--- src/rtl/sfir_pkg.sv ---
// Shared constants, control structs and coefficient table of the symmetric FIR filter.
package sfir_pkg;

   localparam int TAP_COUNT_DEF    = 47;
   localparam int SAMPLE_WIDTH_DEF = 16;
   localparam int COEF_W           = 16;
   localparam int COEF_FRAC        = 15;

   typedef struct packed {
      logic load;
      logic shift;
   } sfir_cell_ctrl_type;

   typedef struct packed {
      logic clear;
      logic feed;
   } sfir_mac_ctrl_type;

   function automatic logic signed [COEF_W-1:0] coef_at(input logic [7:0] k);
      logic signed [COEF_W-1:0] c;
      case (k)
         8'd0:    c = -16'sd768;
         8'd1:    c = 16'sd84;
         8'd2:    c = 16'sd102;
         8'd3:    c = 16'sd132;
         8'd4:    c = 16'sd175;
         8'd5:    c = 16'sd229;
         8'd6:    c = 16'sd293;
         8'd7:    c = 16'sd366;
         8'd8:    c = 16'sd447;
         8'd9:    c = 16'sd535;
         8'd10:   c = 16'sd628;
         8'd11:   c = 16'sd724;
         8'd12:   c = 16'sd822;
         8'd13:   c = 16'sd918;
         8'd14:   c = 16'sd1014;
         8'd15:   c = 16'sd1106;
         8'd16:   c = 16'sd1192;
         8'd17:   c = 16'sd1270;
         8'd18:   c = 16'sd1340;
         8'd19:   c = 16'sd1399;
         8'd20:   c = 16'sd1446;
         8'd21:   c = 16'sd1480;
         8'd22:   c = 16'sd1501;
         8'd23:   c = 16'sd1508;
         default: c = '0;
      endcase
      return c;
   endfunction

endpackage

--- src/rtl/sfir_if.sv ---
// Valid/ready stream interfaces for the sample and result channels.
interface sfir_req_if #(parameter int WIDTH = 16) ();
   logic                    valid;
   logic                    ready;
   logic signed [WIDTH-1:0] sample_in;

   modport source (output valid, output sample_in, input ready);
   modport sink   (input valid, input sample_in, output ready);
endinterface

interface sfir_rsp_if #(parameter int WIDTH = 16) ();
   logic                    valid;
   logic                    ready;
   logic signed [WIDTH-1:0] sample_out;

   modport source (output valid, output sample_out, input ready);
   modport sink   (input valid, input sample_out, output ready);
endinterface

--- src/rtl/symmetric_fir_filter_47tap_core.sv ---
// Symmetric linear-phase FIR filter: delay line, pre-add cell chain and shared MAC.
//
// Input channel req: one signed Q1.15 sample per transaction (sample_in).
// Output channel rsp: one filtered, rounded and saturated sample per
// transaction (sample_out), in input order.
// On acceptance the sample enters the delay line and each pre-add cell
// loads the sum of its mirrored pair. The cells then shift their sums
// toward a single multiply-accumulate unit, one per cycle, so the chain
// length (TAP_COUNT+1)/2 cells sets the work time.
// From acceptance the controller steps through the FEED, DRAIN and EMIT
// states, and the result enters the output register as EMIT completes. No
// new sample is taken until the block has returned to idle.
// req.ready is high while the block is idle, also while a result still
// waits in the output register.
// When the receiver stalls, the result holds in the output register; a
// following result that finishes meanwhile waits in the MAC until it drains.
// Reset (synchronous, active high) clears the delay line to zeros, drops
// any pending result and returns the block to idle.
module symmetric_fir_filter_47tap_core #(
   parameter int TAP_COUNT    = sfir_pkg::TAP_COUNT_DEF,
   parameter int SAMPLE_WIDTH = sfir_pkg::SAMPLE_WIDTH_DEF
) (
   input  logic        clock,
   input  logic        reset,
   sfir_req_if.sink    req,
   sfir_rsp_if.source  rsp
);
   import sfir_pkg::*;

   localparam int DEPTH      = TAP_COUNT - 1;
   localparam int CELL_COUNT = (TAP_COUNT + 1) / 2;
   localparam int PAIR_W     = SAMPLE_WIDTH + 1;
   localparam int CNT_W      = (CELL_COUNT > 1) ? $clog2(CELL_COUNT) : 1;

   typedef enum logic [3:0] {
      ST_IDLE  = 4'b0001,
      ST_FEED  = 4'b0010,
      ST_DRAIN = 4'b0100,
      ST_EMIT  = 4'b1000
   } state_type;

   state_type                       state_ff, state_in;
   logic [CNT_W-1:0]                cnt_ff, cnt_in;
   logic signed [SAMPLE_WIDTH-1:0]  delay_ff [DEPTH];
   logic signed [SAMPLE_WIDTH-1:0]  delay_in [DEPTH];
   logic signed [PAIR_W-1:0]        pair [CELL_COUNT];
   logic                            out_valid_ff, out_valid_in;
   logic signed [SAMPLE_WIDTH-1:0]  out_data_ff, out_data_in;
   logic signed [SAMPLE_WIDTH-1:0]  mac_result;
   logic                            accept;
   logic                            emit_fire;
   sfir_cell_ctrl_type              cell_ctrl;
   sfir_mac_ctrl_type               mac_ctrl;

   assign req.ready = (state_ff == ST_IDLE);
   assign accept    = req.valid && req.ready;
   assign emit_fire = (state_ff == ST_EMIT) && (!out_valid_ff || rsp.ready);

   assign cell_ctrl.load  = accept;
   assign cell_ctrl.shift = (state_ff == ST_FEED);
   assign mac_ctrl.clear  = accept;
   assign mac_ctrl.feed   = (state_ff == ST_FEED);

   // advance the delay line on each accepted sample
   always_comb begin
      delay_in = delay_ff;
      if (accept) begin
         delay_in[0] = req.sample_in;
         for (int i = 1; i < DEPTH; i++) begin
            delay_in[i] = delay_ff[i-1];
         end
      end
   end

   always_ff @(posedge clock) begin
      if (reset) begin
         for (int i = 0; i < DEPTH; i++) begin
            delay_ff[i] <= '0;
         end
      end else begin
         delay_ff <= delay_in;
      end
   end

   for (genvar k = 0; k < CELL_COUNT; k++) begin : g_cell
      localparam int OLD_AGE = TAP_COUNT - 1 - k;
      logic signed [SAMPLE_WIDTH-1:0] newer;
      logic signed [SAMPLE_WIDTH-1:0] older;
      logic signed [PAIR_W-1:0]       next_pair;

      if (k == 0) begin : g_head
         assign newer = req.sample_in;
      end else begin : g_line
         assign newer = delay_ff[k-1];
      end

      if (OLD_AGE == k) begin : g_middle
         assign older = '0;
      end else begin : g_mirror
         assign older = delay_ff[OLD_AGE-1];
      end

      if (k == CELL_COUNT - 1) begin : g_tail
         assign next_pair = '0;
      end else begin : g_link
         assign next_pair = pair[k+1];
      end

      sfir_pair_cell #(
         .SAMPLE_WIDTH (SAMPLE_WIDTH)
      ) u_cell (
         .clock        (clock),
         .ctrl         (cell_ctrl),
         .newer_sample (newer),
         .older_sample (older),
         .pair_next    (next_pair),
         .pair         (pair[k])
      );
   end

   sfir_mac #(
      .SAMPLE_WIDTH (SAMPLE_WIDTH),
      .CELL_COUNT   (CELL_COUNT)
   ) u_mac (
      .clock  (clock),
      .reset  (reset),
      .ctrl   (mac_ctrl),
      .pair   (pair[0]),
      .coef   (coef_at(8'(cnt_ff))),
      .result (mac_result)
   );

   always_comb begin
      state_in = state_ff;
      cnt_in   = cnt_ff;
      case (state_ff)
         ST_IDLE: begin
            if (accept) begin
               state_in = ST_FEED;
               cnt_in   = '0;
            end
         end
         ST_FEED: begin
            cnt_in = cnt_ff + 1'b1;
            if (cnt_ff == CNT_W'(CELL_COUNT - 1)) begin
               state_in = ST_DRAIN;
            end
         end
         ST_DRAIN: begin
            state_in = ST_EMIT;
         end
         ST_EMIT: begin
            if (emit_fire) begin
               state_in = ST_IDLE;
            end
         end
         default: begin
            state_in = ST_IDLE;
         end
      endcase
   end

   always_ff @(posedge clock) begin
      if (reset) begin
         state_ff <= ST_IDLE;
         cnt_ff   <= '0;
      end else begin
         state_ff <= state_in;
         cnt_ff   <= cnt_in;
      end
   end

   // hold the result until the receiver takes it
   always_comb begin
      out_valid_in = out_valid_ff;
      out_data_in  = out_data_ff;
      if (emit_fire) begin
         out_valid_in = 1'b1;
         out_data_in  = mac_result;
      end else if (rsp.ready) begin
         out_valid_in = 1'b0;
      end
   end

   always_ff @(posedge clock) begin
      if (reset) begin
         out_valid_ff <= 1'b0;
      end else begin
         out_valid_ff <= out_valid_in;
      end
   end

   always_ff @(posedge clock) begin
      out_data_ff <= out_data_in;
   end

   assign rsp.valid      = out_valid_ff;
   assign rsp.sample_out = out_data_ff;

endmodule

--- src/rtl/sfir_pair_cell.sv ---
// Pre-add cell: forms one mirrored pair sum and passes it down the chain.
module sfir_pair_cell #(
   parameter int SAMPLE_WIDTH = sfir_pkg::SAMPLE_WIDTH_DEF
) (
   input  logic                             clock,
   input  sfir_pkg::sfir_cell_ctrl_type     ctrl,
   input  logic signed [SAMPLE_WIDTH-1:0]   newer_sample,
   input  logic signed [SAMPLE_WIDTH-1:0]   older_sample,
   input  logic signed [SAMPLE_WIDTH:0]     pair_next,
   output logic signed [SAMPLE_WIDTH:0]     pair
);
   import sfir_pkg::*;

   logic signed [SAMPLE_WIDTH:0] pair_ff;
   logic signed [SAMPLE_WIDTH:0] pair_in;

   always_comb begin
      pair_in = pair_ff;
      if (ctrl.load) begin
         pair_in = (SAMPLE_WIDTH+1)'(newer_sample) + (SAMPLE_WIDTH+1)'(older_sample);
      end else if (ctrl.shift) begin
         pair_in = pair_next;
      end
   end

   always_ff @(posedge clock) begin
      pair_ff <= pair_in;
   end

   assign pair = pair_ff;

endmodule

--- src/rtl/sfir_mac.sv ---
// Shared multiply-accumulate at the head of the chain, with round and saturate.
module sfir_mac #(
   parameter int SAMPLE_WIDTH = sfir_pkg::SAMPLE_WIDTH_DEF,
   parameter int CELL_COUNT   = (sfir_pkg::TAP_COUNT_DEF + 1) / 2
) (
   input  logic                                 clock,
   input  logic                                 reset,
   input  sfir_pkg::sfir_mac_ctrl_type          ctrl,
   input  logic signed [SAMPLE_WIDTH:0]         pair,
   input  logic signed [sfir_pkg::COEF_W-1:0]   coef,
   output logic signed [SAMPLE_WIDTH-1:0]       result
);
   import sfir_pkg::*;

   localparam int PAIR_W = SAMPLE_WIDTH + 1;
   localparam int PROD_W = PAIR_W + COEF_W;
   localparam int ACC_W  = SAMPLE_WIDTH + COEF_W + $clog2(CELL_COUNT) + 2;

   localparam logic signed [ACC_W:0] HALF    = (ACC_W+1)'(2 ** (COEF_FRAC - 1));
   localparam logic signed [ACC_W:0] SAT_MAX =
      {{(ACC_W - SAMPLE_WIDTH + 2){1'b0}}, {(SAMPLE_WIDTH - 1){1'b1}}};
   localparam logic signed [ACC_W:0] SAT_MIN = ~SAT_MAX;

   logic signed [PROD_W-1:0] prod_ff;
   logic signed [PROD_W-1:0] prod_in;
   logic                     prod_vld_ff;
   logic                     prod_vld_in;
   logic signed [ACC_W-1:0]  acc_ff;
   logic signed [ACC_W-1:0]  acc_in;
   logic signed [ACC_W:0]    biased;
   logic signed [ACC_W:0]    shifted;

   always_comb begin
      prod_in     = pair * coef;
      prod_vld_in = ctrl.feed;
      acc_in      = acc_ff;
      if (ctrl.clear) begin
         prod_vld_in = 1'b0;
         acc_in      = '0;
      end else if (prod_vld_ff) begin
         acc_in = acc_ff + ACC_W'(prod_ff);
      end
   end

   always_ff @(posedge clock) begin
      if (reset) begin
         prod_vld_ff <= 1'b0;
      end else begin
         prod_vld_ff <= prod_vld_in;
      end
   end

   always_ff @(posedge clock) begin
      prod_ff <= prod_in;
      acc_ff  <= acc_in;
   end

   always_comb begin
      biased  = (ACC_W+1)'(acc_ff) + HALF;
      shifted = biased >>> COEF_FRAC;
      if (shifted > SAT_MAX) begin
         result = SAT_MAX[SAMPLE_WIDTH-1:0];
      end else if (shifted < SAT_MIN) begin
         result = SAT_MIN[SAMPLE_WIDTH-1:0];
      end else begin
         result = shifted[SAMPLE_WIDTH-1:0];
      end
   end

endmodule
--- src/flat_wrapper.sv ---
// flat-port wrapper written by rule: the top's interface ports become plain ports
module symmetric_fir_filter_47tap_core_flat import sfir_pkg::*;
#(
   parameter int TAP_COUNT    = sfir_pkg::TAP_COUNT_DEF,
   parameter int SAMPLE_WIDTH = sfir_pkg::SAMPLE_WIDTH_DEF
)
  (clock, reset, req_valid, req_sample_in, req_ready, rsp_valid, rsp_sample_out, rsp_ready);
  sfir_req_if req_i ();
  sfir_rsp_if rsp_i ();
  input  logic clock;
  input  logic reset;
  input wire logic [$bits(req_i.valid)-1:0] req_valid;
  input wire logic [$bits(req_i.sample_in)-1:0] req_sample_in;
  output wire logic [$bits(req_i.ready)-1:0] req_ready;
  output wire logic [$bits(rsp_i.valid)-1:0] rsp_valid;
  output wire logic [$bits(rsp_i.sample_out)-1:0] rsp_sample_out;
  input wire logic [$bits(rsp_i.ready)-1:0] rsp_ready;
  assign req_i.valid = req_valid;
  assign req_i.sample_in = req_sample_in;
  assign req_ready = req_i.ready;
  assign rsp_valid = rsp_i.valid;
  assign rsp_sample_out = rsp_i.sample_out;
  assign rsp_i.ready = rsp_ready;
  symmetric_fir_filter_47tap_core #(.TAP_COUNT(TAP_COUNT), .SAMPLE_WIDTH(SAMPLE_WIDTH)) u_core (.clock(clock), .reset(reset), .req(req_i), .rsp(rsp_i));
endmodule
--- config.mk ---
export PLATFORM = sky130hd
export DESIGN_NAME = symmetric_fir_filter_47tap_core_flat
export DESIGN_NICKNAME = d
export VERILOG_FILES = /design/src/rtl/sfir_pkg.sv /design/src/rtl/sfir_if.sv /design/src/rtl/symmetric_fir_filter_47tap_core.sv /design/src/rtl/sfir_pair_cell.sv /design/src/rtl/sfir_mac.sv /design/src/flat_wrapper.sv
export SDC_FILE = /design/constraint.sdc
export NUM_CORES = 2
export LEC_CHECK = 0
export CAP_MARGIN = 30
export CORE_ASPECT_RATIO = 1.1
export CORE_MARGIN = 4
export CORE_UTILIZATION = 55
export CTS_CLUSTER_DIAMETER = 200
export DETAILED_ROUTE_END_ITERATION = 10
export DONT_BUFFER_PORTS = 1
export PLACE_DENSITY = 0.7
export SETUP_SLACK_MARGIN = 0.2
export SLEW_MARGIN = 25
export SYNTH_ARGS = -nofsm -noshare
export SYNTH_HDL_FRONTEND = slang
export SYNTH_HIERARCHICAL = 1
export SYNTH_SLANG_ARGS = --single-unit
--- constraint.sdc ---
create_clock -name clock -period 11 [get_ports clock]
set_clock_uncertainty 0.15 [all_clocks]
set_input_delay 1.1 -clock clock [delete_from_list [all_inputs] [get_ports clock]]
set_output_delay 1.1 -clock clock [all_outputs]
set_load 0.01 [all_outputs]
---- Yosys cells after proc, flatten, opt, wreduce, memory -nomap -nowiden ----
Memory sizes are Yosys's and may differ from the RTL's. A register that Yosys moved wholly into a read port is not among the register bits.
Cells that the tools add are included.
cells by class
  add/sub/neg operators ................... 26
  multipliers ............................. 1
  div/mod/pow operators ................... 0
  magnitude comparators ................... 2
  equality and inequality tests ........... 8
  shift operators ......................... 0
  multiplexer cells ....................... 59
  bitwise gates (word level) .............. 0
  reductions and logical operators ........ 10
operator list
  cell                                                                      count
  17-bit two-way mux                                                        48
  16-bit by 16-bit adder with 17-bit output                                 23
  39-bit by 16-bit adder with 40-bit output (second input constant)         1
  39-bit by 33-bit adder with 39-bit output                                 1
  17-bit by 16-bit multiplier with 33-bit output                            1
  25-bit by 16-bit > comparator with 1-bit output (second input constant)   1
  25-bit by 16-bit < comparator with 1-bit output (second input constant)   1
  16-bit two-way mux                                                        1
  4-bit one-hot mux with 4 select lines                                     1
  5-bit two-way mux                                                         3
  4-bit two-way mux                                                         3
  5-bit one-hot mux with 2 select lines                                     1
  2-bit nonzero test                                                        3
  5-bit by 1-bit adder with 5-bit output (second input constant)            1
  5-bit == test (second input constant)                                     1
  4-bit by 1-bit == test with 1-bit output (second input constant)          1
  4-bit by 2-bit == test with 1-bit output (second input constant)          1
  4-bit by 3-bit == test with 1-bit output (second input constant)          1
  4-bit == test (second input constant)                                     1
  2-bit by 1-bit inequality test with 1-bit output (second input constant)  2
  3-bit AND reduction                                                       1
  1-bit logical AND                                                         2
  1-bit two-way mux                                                         2
  2-bit inequality test (second input constant)                             1
  4 further kinds                                                           4
storage, ports and cells
  register bits after elaboration ......... 1243
  latch bits .............................. 0
  bits in writable memories ............... 0
  bits in read-only memories .............. 512
  input port bits ......................... 20
  output and inout bits ................... 18
  logic and storage cells ................. 184
  memories ................................ 1
memory list
  memory            depth  bits a word  read ports  clocked after Yosys merged registers in  wr ports  line            RTL
  (name not given)  32     16           1           1                                        0         sfir_pkg.sv:21  case (k)

---- Depth between registers and ports, before layout ----
  word-level depth ........................ 6
  mapped depth ............................ 24
  mapped depth without buffers ............ 23

---- Cells and area by module ----
Netlist, hierarchy kept.
modules (own cells, without submodules)
  module                                         times used  cells each  area each (um2)
  sfir_pair_cell (u_core.g_cell[13].u_cell ...)  20          140         1451.4
  symmetric_fir_filter_47tap_core                1           3361        26626.8
  sfir_mac                                       1           1707        14981.9
  sfir_pair_cell (u_core.g_cell[0].u_cell ...)   4           159         1532.7

---- Worst setup path before layout ----
OpenSTA, ideal clock, no wires.
  kind .................................... flip-flop to flip-flop
  start point ............................. register (tool-made name)
  end point ............................... register u_core.u_mac.prod_ff[29]
  library setup time ...................... 0.072 ns
  arrival time ............................ 6.200 ns
  data required time ...................... 10.778 ns
  path slack .............................. 4.578 ns
  stages on the path, launching flop included .. 22
  clock period less this slack ............ 6.422 ns
  cell sequence ........................... dfxtp_1 -> inv_1 -> clkbuf_1 -> nor2_1 -> fa_1 -> fa_1 -> fa_1 -> fa_1 -> fa_1 -> inv_1 -> fa_1 -> inv_1 -> ha_1 -> a21oi_1 -> o21ai_0 -> a21oi_1 -> o21bai_1 -> a41oi_1 -> a31oi_1 -> a211o_1 -> a21oi_1 -> xnor2_1
RTL lines
  what                    line            RTL
  end signal: assignment  sfir_mac.sv:54  prod_ff <= prod_in;
  end: declaration        sfir_mac.sv:24  logic signed [PROD_W-1:0] prod_ff;

==> run metrics <==
post-detail-place hpwl=133000 um; largest net degree at the start of global routing=747; sequential fraction of the synthesis area=0.383; hold crit path type=input pin to register; Post-CTS Setup Inserts=0; final hold viol count=0; largest cells by area after synthesis=dfxtp_1, edfxtp_1, nand2_1; fraction of layout cells with a size suffix above 1=0.0748; GR Overflow Total=0; Unique masters post-synth=92; status=finished, final reports clean; via count=60081; die area=146000 um^2; Fill cells=12019; Finish-stage setup viols=0; hold endpoint=u_core/g_cell[1].newer[1]$_SDFFE_PP0P_; Peak VDD IR=0.000702 V; Hold Slack=0.260 ns; synthesis-to-layout area growth=7.89%; Die X=364 um; most frequent cells in the layout=nand2_1, a21oi_1, dfxtp_1; Post-CTS Resized=0; # IOs=38; final core occ=0.598; post-route ant nets=0; Syn Area/Cell=9.03 um^2; EDFF count, synth=424; first-pass GRT wire length=306000 um; worst slew pin tran=roughly 1.3 ns; Max Fclk=140 MHz; met2 routed WL=between 90000 and 100000 um; met1 WL=78800 um; Synth area leader=dfxtp_1; Core Box Area=138000 um^2; Total Routed Length=~190000 um; hold buffer count at cts=0; drt first pass iters=5; Slew HR=0.156; wire per inst=18.4 um; H-tree lvl count=4; max-cap viol count=0; clk buf depth=3; vias per cell=5.88; Clock transition at path regs=0.06 ns; worst skew pair latency=0.76 ns; final RePlAce weighted congestion=0.891; most common cell after layout, fill and taps aside=nand2_1; Global Route Usage Sum=0.256; CTS sink count=between 1000 and 1500; hold path cells=1; min-delay src=reset; Synth top area share=0.217; cell area after synthesis=approximately 77000 um^2; setup_tns=0 ns; CP Class=register to register; Worst EP required=11.48 ns; Top FF cell, synth=dfxtp_1; vias in the first global route=between 50000 and 60000; startpoint types=register; worst path arrival time=7.62 ns; Total Nets Final=9125; Port Buf Inserts=0; RR Endpoint=u_core/u_mac/prod_ff[32]$_DFF_P_; Slew Limit Fails=0; uppermost layer routed=met4; DR iter-0 viols=around 4600; pwr/cell area=263 nW/um^2; min cycle time layout=7.14 ns; DR DRC count=0; CTS tree=built; initial antenna violation count=2; Root Buffer=clkbuf_16; crit share post-route=0.650; critical path peak fanout=74; Initial Utilization=0.554; CTS buffer count=around 140; RSZ-0062 raised after global routing=false; die height=around 400 um; Rows=143; Crit. End Element=register; post-synthesis async set-or-reset flop share=0; met3 routed WL=7640 um; Leakage=32.1 nW; R2R setup slack=3.86 ns; yosys warns=6; worst reg2reg path depth=21; #FFs+latches synth=1255; post-synthesis cell count=between 8000 and 9000
==> where the power goes <==
group / internal, mW / leakage [nW] / total (mW) / switching, mW
combinational: 4.45 / 19.0 / 11.0 / 6.51
sequential: 5.61 / 10.8 / 5.89 / 0.282
clock: 2.95 / 2.38 / 4.90 / 1.95
==> worst max path at each step <==
stage | from | endpoint | slack, ns | depth (start not counted)
2_1_floorplan | register | u_core/u_mac/prod_ff[29]$_DFF_P_ | 4.58 | 21
3_3_place_gp | register | u_core/u_mac/prod_ff[32]$_DFF_P_ | 3.89 | 21
3_5_place_dp | register | u_core/u_mac/prod_ff[32]$_DFF_P_ | 3.78 | 20
4_1_cts | register | u_core/u_mac/prod_ff[32]$_DFF_P_ | 3.79 | 20
5_1_grt | register | u_core/u_mac/prod_ff[32]$_DFF_P_ | 3.33 | 20
6_report | register | u_core/u_mac/prod_ff[32]$_DFF_P_ | 3.86 | 21
==> kinds of logic after synthesis <==
logic type | synth area share
AND/OR/NAND/NOR | 0.166
AO/OA/AOI/OAI | 0.178
flip-flops | 0.383
buffers and inverters | 0.0438
adder cells (fa/ha/maj) | 0.162
XOR/XNOR | 0.0321
multiplexers | 0.0350
other | 0.0000488
==> stage by stage <==
step,worst slack (ns),cells,total power [mW],instance area [um^2]
after detailed placement,3.78,9960,16.9,77800
after CTS,3.79,10213,21.9,82700
after global placement,3.89,9960,16.7,77800
after global routing,3.33,10217,23.6,82800
after floorplan,4.58,8537,14.2,76900
final,3.86,10220,21.7,82800
==> cells in the mapped netlist, types with 64 or more instances <==
library cell,number
nor2_1,289
fa_1,301
ha_1,514
o311ai_0,66
nand3_1,98
clkbuf_1,363
edfxtp_1,424
a21o_1,122
nor3_1,68
a21oi_1,1150
o21ai_0,225
o2111ai_1,64
dfxtp_1,831
xnor2_1,196
and2_1,155
nand4_1,93
o21a_1,67
nand2_1,1857
xor2_1,85
o211ai_1,68
mux2_2,187
nand2b_1,84
inv_1,464
==> critical path: stages (launching register included) <==
cell	delay, ns
dfxtp_2	0.31
buf_4	0.50
inv_1	0.44
nor2_1	0.25
fa_1	0.45
fa_1	0.53
fa_1	0.52
fa_1	0.52
fa_1	0.54
inv_1	0.05
fa_1	0.52
inv_1	0.04
ha_1	0.36
a21oi_1	0.08
o21ai_0	0.25
nor2_1	0.10
a311oi_1	0.57
o31ai_1	0.19
and2_1	0.21
o21ai_0	0.16
a21oi_1	0.11
xnor2_1	0.13
==> layout make-up <==
class	instances	area, um^2	share of cell area
clock buffer	195	4040	0.0487
tap	1812	2270	0.0274
timing repair buffer	34	382	0.00461
inverter	466	1760	0.0212
clock inverter	58	832	0.0100
multi-input combinational	6397	44200	0.533
sequential	1255	29400	0.355
antenna	3	7.51	0.0000906
==> sequential cells by signal, summed over array words and instances (netlist names), named ones only <==
register	count
u_core/u_mac/prod_vld_ff	1
u_core/u_mac/prod_ff	33
u_core/state_ff	4
u_core/rsp.sample_out	16
u_core/cnt_ff	5
u_core/g_cell.newer	368
u_core/g_cell.older	368
u_core/g_cell.u_cell/pair	408
u_core/u_mac/acc_ff	39
u_core/rsp.valid	1
==> layer usage <==
metal | vias up | track usage
li1 | 29264 | -
met1 | 29006 | 0.318
met2 | 1404 | 0.454
met3 | 407 | 0.0337
met4 | 0 | 0.0981
met5 | - | 0
Note: power is estimated with default switching activity, not from simulation.
